### src/rtl/seed_chain_score_dp_top_defines.svh
// Assertion macros shared by the seed chain scoring RTL.
`ifndef SEED_CHAIN_SCORE_DP_TOP_DEFINES_SVH
`define SEED_CHAIN_SCORE_DP_TOP_DEFINES_SVH

// Property holds at every clock edge outside reset.
`define SCDP_ASSERT(lbl, clk, rstn, expr) \
  lbl: assert property (@(posedge clk) disable iff (!rstn) (expr)) \
    else $error("scdp assertion failed");

// Consequent holds in the cycle after the antecedent.
`define SCDP_ASSERT_NEXT(lbl, clk, rstn, ante, cons) \
  lbl: assert property (@(posedge clk) disable iff (!rstn) (ante) |=> (cons)) \
    else $error("scdp assertion failed");

`endif

### src/rtl/scdp_pkg.sv
// Package: shared types and constants of the seed chain scoring block.
`default_nettype none
package scdp_pkg;

  localparam int MaxAnchorsDef = 4096;
  localparam int QW = 24;
  localparam int RW = 32;
  localparam int LW = 16;
  localparam int SW = 31;
  localparam int PW = 13;
  localparam int EpochW = 8;
  localparam int CfgIw = 3;
  localparam int CfgDw = 16;

  // floor(x/100) = (x * Div100Mul) >> Div100Sh for any 32-bit x
  localparam logic [31:0] Div100Mul = 32'd1374389535;
  localparam int Div100Sh = 37;

  typedef enum logic [CfgIw-1:0] {
    REG_QGAP = 3'd0,
    REG_RGAP = 3'd1,
    REG_BAND = 3'd2,
    REG_SKIP = 3'd3,
    REG_MEAN = 3'd4
  } cfg_reg_e;

  typedef struct packed {
    logic [QW-1:0] query_pos;
    logic [RW-1:0] reference_pos;
    logic [LW-1:0] anchor_length;
    logic          first_of_batch;
  } item_t;

  typedef struct packed {
    logic [15:0] qgap;
    logic [15:0] rgap;
    logic [15:0] band;
    logic [7:0]  skip;
    logic [15:0] mean;
  } cfg_t;

  typedef struct packed {
    logic [QW-1:0] q;
    logic [RW-1:0] r;
    logic [LW-1:0] len;
  } anchor_t;

  typedef enum logic [3:0] {
    ST_CLR, ST_IDLE, ST_WIN, ST_WCMP, ST_NEXT, ST_CHK,
    ST_MUL, ST_DIV, ST_UPD, ST_PEAK, ST_FIN
  } scan_state_e;

  // position of the highest set bit, zero for zero
  function automatic logic [3:0] floor_log2(input logic [15:0] x);
    logic [3:0] n;
    n = 4'd0;
    for (int b = 1; b < 16; b++) begin
      if (x[b]) n = 4'(b);
    end
    return n;
  endfunction

endpackage
`default_nettype wire

### src/rtl/scdp_front.sv
// Front end: input acceptance and a two-entry queue toward the scan engine.
`default_nettype none
`include "seed_chain_score_dp_top_defines.svh"
module scdp_front (
  input  wire logic           clk_i,
  input  wire logic           rst_ni,
  input  wire logic           in_valid_i,
  output logic                in_ready_o,
  input  wire scdp_pkg::item_t in_item_i,
  input  wire logic           hold_i,
  output logic                q_valid_o,
  output scdp_pkg::item_t     q_item_o,
  input  wire logic           q_pop_i
);
  import scdp_pkg::*;

  item_t      buf_q [2];
  logic [1:0] cnt_q, cnt_d;
  logic       wp_q, rp_q;
  logic       push;

  // no new item while the mark memory is swept
  assign in_ready_o = (cnt_q != 2'd2) && !hold_i;
  assign push       = in_valid_i && in_ready_o;
  assign q_valid_o  = cnt_q != 2'd0;
  assign q_item_o   = buf_q[rp_q];

  always_comb begin
    cnt_d = cnt_q;
    if (push && !q_pop_i) cnt_d = cnt_q + 2'd1;
    else if (!push && q_pop_i) cnt_d = cnt_q - 2'd1;
  end

  always_ff @(posedge clk_i or negedge rst_ni) begin
    if (!rst_ni) begin
      cnt_q <= 2'd0;
      wp_q  <= 1'b0;
      rp_q  <= 1'b0;
    end else begin
      cnt_q <= cnt_d;
      if (push) wp_q <= !wp_q;
      if (q_pop_i) rp_q <= !rp_q;
    end
  end

  // queue storage
  always_ff @(posedge clk_i) begin
    if (push) buf_q[wp_q] <= in_item_i;
  end

  `SCDP_ASSERT(a_cnt_range, clk_i, rst_ni, cnt_q <= 2'd2)
  `SCDP_ASSERT(a_pop_nonempty, clk_i, rst_ni, !q_pop_i || cnt_q != 2'd0)
  `SCDP_ASSERT_NEXT(a_push_grows, clk_i, rst_ni, push && !q_pop_i,
                    cnt_q == $past(cnt_q) + 2'd1)

endmodule
`default_nettype wire

### config.mk
export PLATFORM = sky130hd
export DESIGN_NAME = scdp_front
export DESIGN_NICKNAME = d
export VERILOG_FILES = /design/src/rtl/scdp_pkg.sv /design/src/rtl/scdp_front.sv
export VERILOG_INCLUDE_DIRS = /design/src /design/src/rtl
export SDC_FILE = /design/constraint.sdc
export NUM_CORES = 1
export LEC_CHECK = 0
export BUFFER_PORTS_ARGS = -buffer_cell sky130_fd_sc_hd__buf_2
export CAP_MARGIN = 10
export CORE_ASPECT_RATIO = 1.75
export CORE_MARGIN = 3
export CORE_UTILIZATION = 47
export DETAILED_ROUTE_END_ITERATION = 10
export PLACE_DENSITY_LB_ADDON = 0.15
export SKIP_LAST_GASP = 1
export SYNTH_ARGS = -nofsm -noshare
export SYNTH_HDL_FRONTEND = slang
export SYNTH_SLANG_ARGS = --single-unit
### constraint.sdc
create_clock -name clk_i -period 4.2 [get_ports clk_i]
set_input_delay 0.42 -clock clk_i [delete_from_list [all_inputs] [get_ports clk_i]]
set_output_delay 0.42 -clock clk_i [all_outputs]
set_load 0.03 [all_outputs]
Yosys cells after proc, flatten, opt, wreduce, memory -nomap -nowiden
Memory sizes are Yosys's and may differ from the RTL's.
Cells that the tools add are included.
{"block": "totals", "regBits": 4, "mem_bits_rw": 146, "input_bits": 78, "output_inout_bits": 75, "elab_cells": 22, "memories": 1}
{"block": "classes", "n_addsub": 2, "n_eq_ne": 1, "muxes": 4, "reduce_logical": 11}
{"name": "buf_q", "words": 2, "width": 73, "read_ports": 1, "rd_ports_with_merged_regs": 0, "wr": 1, "line_no": "scdp_front.sv:17", "text": "item_t buf_q [2];"}
{"cell": "$logic_not 1->1", "n": 5}
{"cell": "$logic_and 1x1->1", "n": 4}
{"cell": "$mux 2", "n": 2}
{"cell": "$reduce_bool 2->1", "n": 2}
{"cell": "$add 2x1->2 const B", "n": 1}
{"cell": "$mux 1", "n": 2}
{"cell": "$ne 2x2->1 const B", "n": 1}
{"cell": "$sub 2x1->2 const B", "n": 1}

Depth between registers and ports, before layout
{"block": "logic_depth", "ltp_word": 7, "mapped_depth": 6, "depth_no_buf": 6}

Worst setup path before layout
Ideal clock, no wire load.
{"block": "synth_path", "path_type": "reg-to-reg", "from": "reg cnt_q[1]", "to": "mem buf_q[0][0] (netlist name) (enable)", "setup_time_ps": 513, "arrival_ps": 4036, "required_ps": 3687, "setup_slack_ps": -349, "path_stages_with_launch": 4, "n_path_buf": 0, "synth_period_minus_slack_ps": 4549, "cell_sequence": "dfrtp_1 nor2b_2 nor3b_4 nor2b_1"}
{"block": "synth_between", "elab_chain_len": 5}
{"item": "start: declaration", "line_no": "scdp_front.sv:18", "text": "logic [1:0] cnt_q, cnt_d;"}
{"item": "start signal: assignment", "line_no": "scdp_front.sv:40", "text": "cnt_q <= cnt_d;"}
{"item": "$ne 2x2->1", "line_no": "scdp_front.sv:23", "text": "assign in_ready_o = (cnt_q != 2'd2) && !hold_i;"}
{"item": "$logic_and 1x1->1", "line_no": "scdp_front.sv:23"}
{"item": "$logic_and 1x1->1", "line_no": "scdp_front.sv:24", "text": "assign push = in_valid_i && in_ready_o;"}
{"item": "$mux 1", "line_no": "scdp_front.sv:48", "text": "if (push) buf_q[wp_q] <= in_item_i;"}
{"item": "$mux 1 (not written as such)", "line_no": "scdp_front.sv:48"}
{"item": "end: declaration", "line_no": "scdp_front.sv:17"}
No other way between the ends.

==> summary.txt <==
DRC: 0
Crit path time final: 2.809 ns
Slew @ Worst Pin: 1.004 ns
Max Freq: 355.9 MHz
Commonest non-fill, non-tap cell in the layout: buf_2
CTS Buf Count: 17
First-pass GRT wire length: 15450 um
Max cap viols: 0
Hold WC Path Type: in -> reg
Net count after synthesis: 324
Synth area leaders: edfxtp_1, mux2_4, mux2_2, dfrtp_1, buf_6
Fin. max-slew vios: 0
Initial core utilization: 48.92%
Power Density: 694.7 nW/um2
Mapped cell area: 5729 um2
Seq. cell area: 4488 um2
Iteration-0 DRC Markers: 169
Setup CP Type: reg -> out
Yosys reg bits: 150
Die height: 152.1 um
Filler instances: 896
Vias: 2787
Die area: 13600 um2
Syn_area_per_cell: 23.38 um2
Register clock-pin slew on the reported worst setup and hold paths: 0.06 ns
Critical Path AT: 2.39 ns
Seq/Total Area, Yosys: 78.27%
Final period util: 66.89%
Largest net degree at the start of global routing: 74
Yosys top cell by area: edfxtp_1
Overflow after GRT: 0
Core footprint: 11710 um2
Reg2reg setup slack: 2.09 ns
DR WL/cell: 17.83 um
Cell Rows: 52
Hold buffer count at cts: 1
DIE WIDTH: 89.46 um
Worst EP required: 3.78 ns
Vias per std cell: 4.950
# port buffers: 152
Initial antenna violation count: 1
H-tree Lvls: 4
Synth-to-Final Area Change: 25.22%
Vias in the first global route: 3063
Final hold violation count: 0
Outcome: complete, no violations
Detailed placement HPWL: 6735 um
DRT antenna net count: 0
Final RePlAce weighted congestion: 0.7050
Crit path max fanout: 57
Clock sink total: 150
Setup TNS: 0 ns
Fin Clk Skew: 0.003887 ns
Total global-route track usage: 15.64%
Relative slew margins: 33.04%
TritonCTS clock tree: done
Most frequent cells in the layout: buf_2, edfxtp_1, mux2_4, clkbuf_16, mux2_2
Clk Latency, worst-skew pair: 0.40 ns
Unique cell type count in the Yosys netlist: 16
CTS root buf: clkbuf_16
Cts repair resizes: 0
Startpoint types: flop
LEAKAGE: 2.855 nW
Postcts setup bufs: 0
Final hold slack: 0.2019 ns
Nets@finish: 492
First-pass DRT Iterations: 4
Ys Warns: 0
Critical Path End Type: output port
Final WL: 10040 um
Top Ports: 153
Area occupied by multi-input gates: 1167 um2
RSZ-0062 raised after global routing: false
Yosys top cell area share: 76.52%
Layout cell share with drive strength beyond 1: 61.74%
Max Root-Sink Buffers: 2
Setup violators final: 0
Worst ir drop on vdd: 0.4101 mV
Gate Count Post-Synth: 245
-- Yosys cell counts, drive strengths merged --
cell and n:
buf 8, inv 1, nor2b 2, and2 1
or2 1, dfrtp 4, ha 1, nor2 2
nor3b 1, edfxtp 146, xnor2 1, mux2 73
xor2 4
-- power by group --
group,internal [mW],switching (mW),total (mW)
logic,0.675,0.879,1.55
clock network,0.806,0.556,1.36
registers,1.87,0.200,2.07
-- path summary, 6_finish.rpt --
path                                 startpoint                     end  cells after the start
setup / recovery               rp_q$_DFFE_PN0P_            q_item_o[46]                      3
max in group asynchronous                rst_ni        rp_q$_DFFE_PN0P_                      2
min in group asynchronous                rst_ni        wp_q$_DFFE_PN0N_                      2
setup reg to reg           cnt_q[1]$_DFFE_PN0P_  buf_q[1][48]$_DFFE_PP_                      3
hold / removal                    in_item_i[62]  buf_q[0][62]$_DFFE_PP_                      1
hold reg to reg            cnt_q[1]$_DFFE_PN0P_    cnt_q[1]$_DFFE_PN0P_                      1
-- registers in the layout (all words and copies together) (netlist names) --
register  count
cnt_q         2
rp_q          1
buf_q       146
wp_q          1
-- worst max-delay path: stages (launching register included) --
cell and delay (ns):
dfrtp_4 1.10, buf_4 0.38, mux2_4 0.32, buf_2 0.18
-- final cells by class --
class / count / share of cell area, %
antenna: 2 / 0.06976
clock buffer: 18 / 5.982
inverter: 1 / 0.05232
sequential: 150 / 62.56
clock inverter: 14 / 1.552
timing repair buffer: 157 / 11.16
multi-input combinational: 86 / 16.27
tap: 135 / 2.354
-- routing by layer --
layer / part of all wire, % / vias up / wire length [um] / global-route usage, %
met5: 0 / - / 0 / 0
met4: 1.7 / 0 / 169 / 6.600
met3: 6.1 / 12 / 617 / 5.854
met2: 58 / 97 / 5791 / 28.17
met1: 34 / 1367 / 3460 / 15.32
li1: - / 1311 / - / -
-- stage by stage --
stage / instances / cell area [um2] / power (mW) / worst slack [ns] / utilization (%)
final: 563 / 7174 / 4.984 / 1.391 / 61.26
after global routing: 562 / 7172 / 5.191 / 1.274 / 61.24
after CTS: 561 / 7169 / 5.052 / 1.333 / 61.22
after detailed placement: 528 / 6619 / 3.683 / 1.775 / 56.52
after global placement: 528 / 6619 / 3.658 / 1.787 / 56.52
after floorplan: 245 / 5732 / 3.319 / 1.042 / -
-- kinds of logic (layout without fill, tap and decap cells) --
group | Yosys count | count (layout) | synth area share (%)
flip-flops | 150 | 150 | 78.27
other | 0 | 2 | 0
buffers and inverters | 9 | 190 | 1.529
adder cells (fa/ha/maj) | 1 | 1 | 0.2184
multiplexers | 73 | 73 | 18.28
XOR/XNOR | 5 | 5 | 0.7643
AND/OR/NAND/NOR | 7 | 7 | 0.9394
Power figures use the tool's default switching activity.
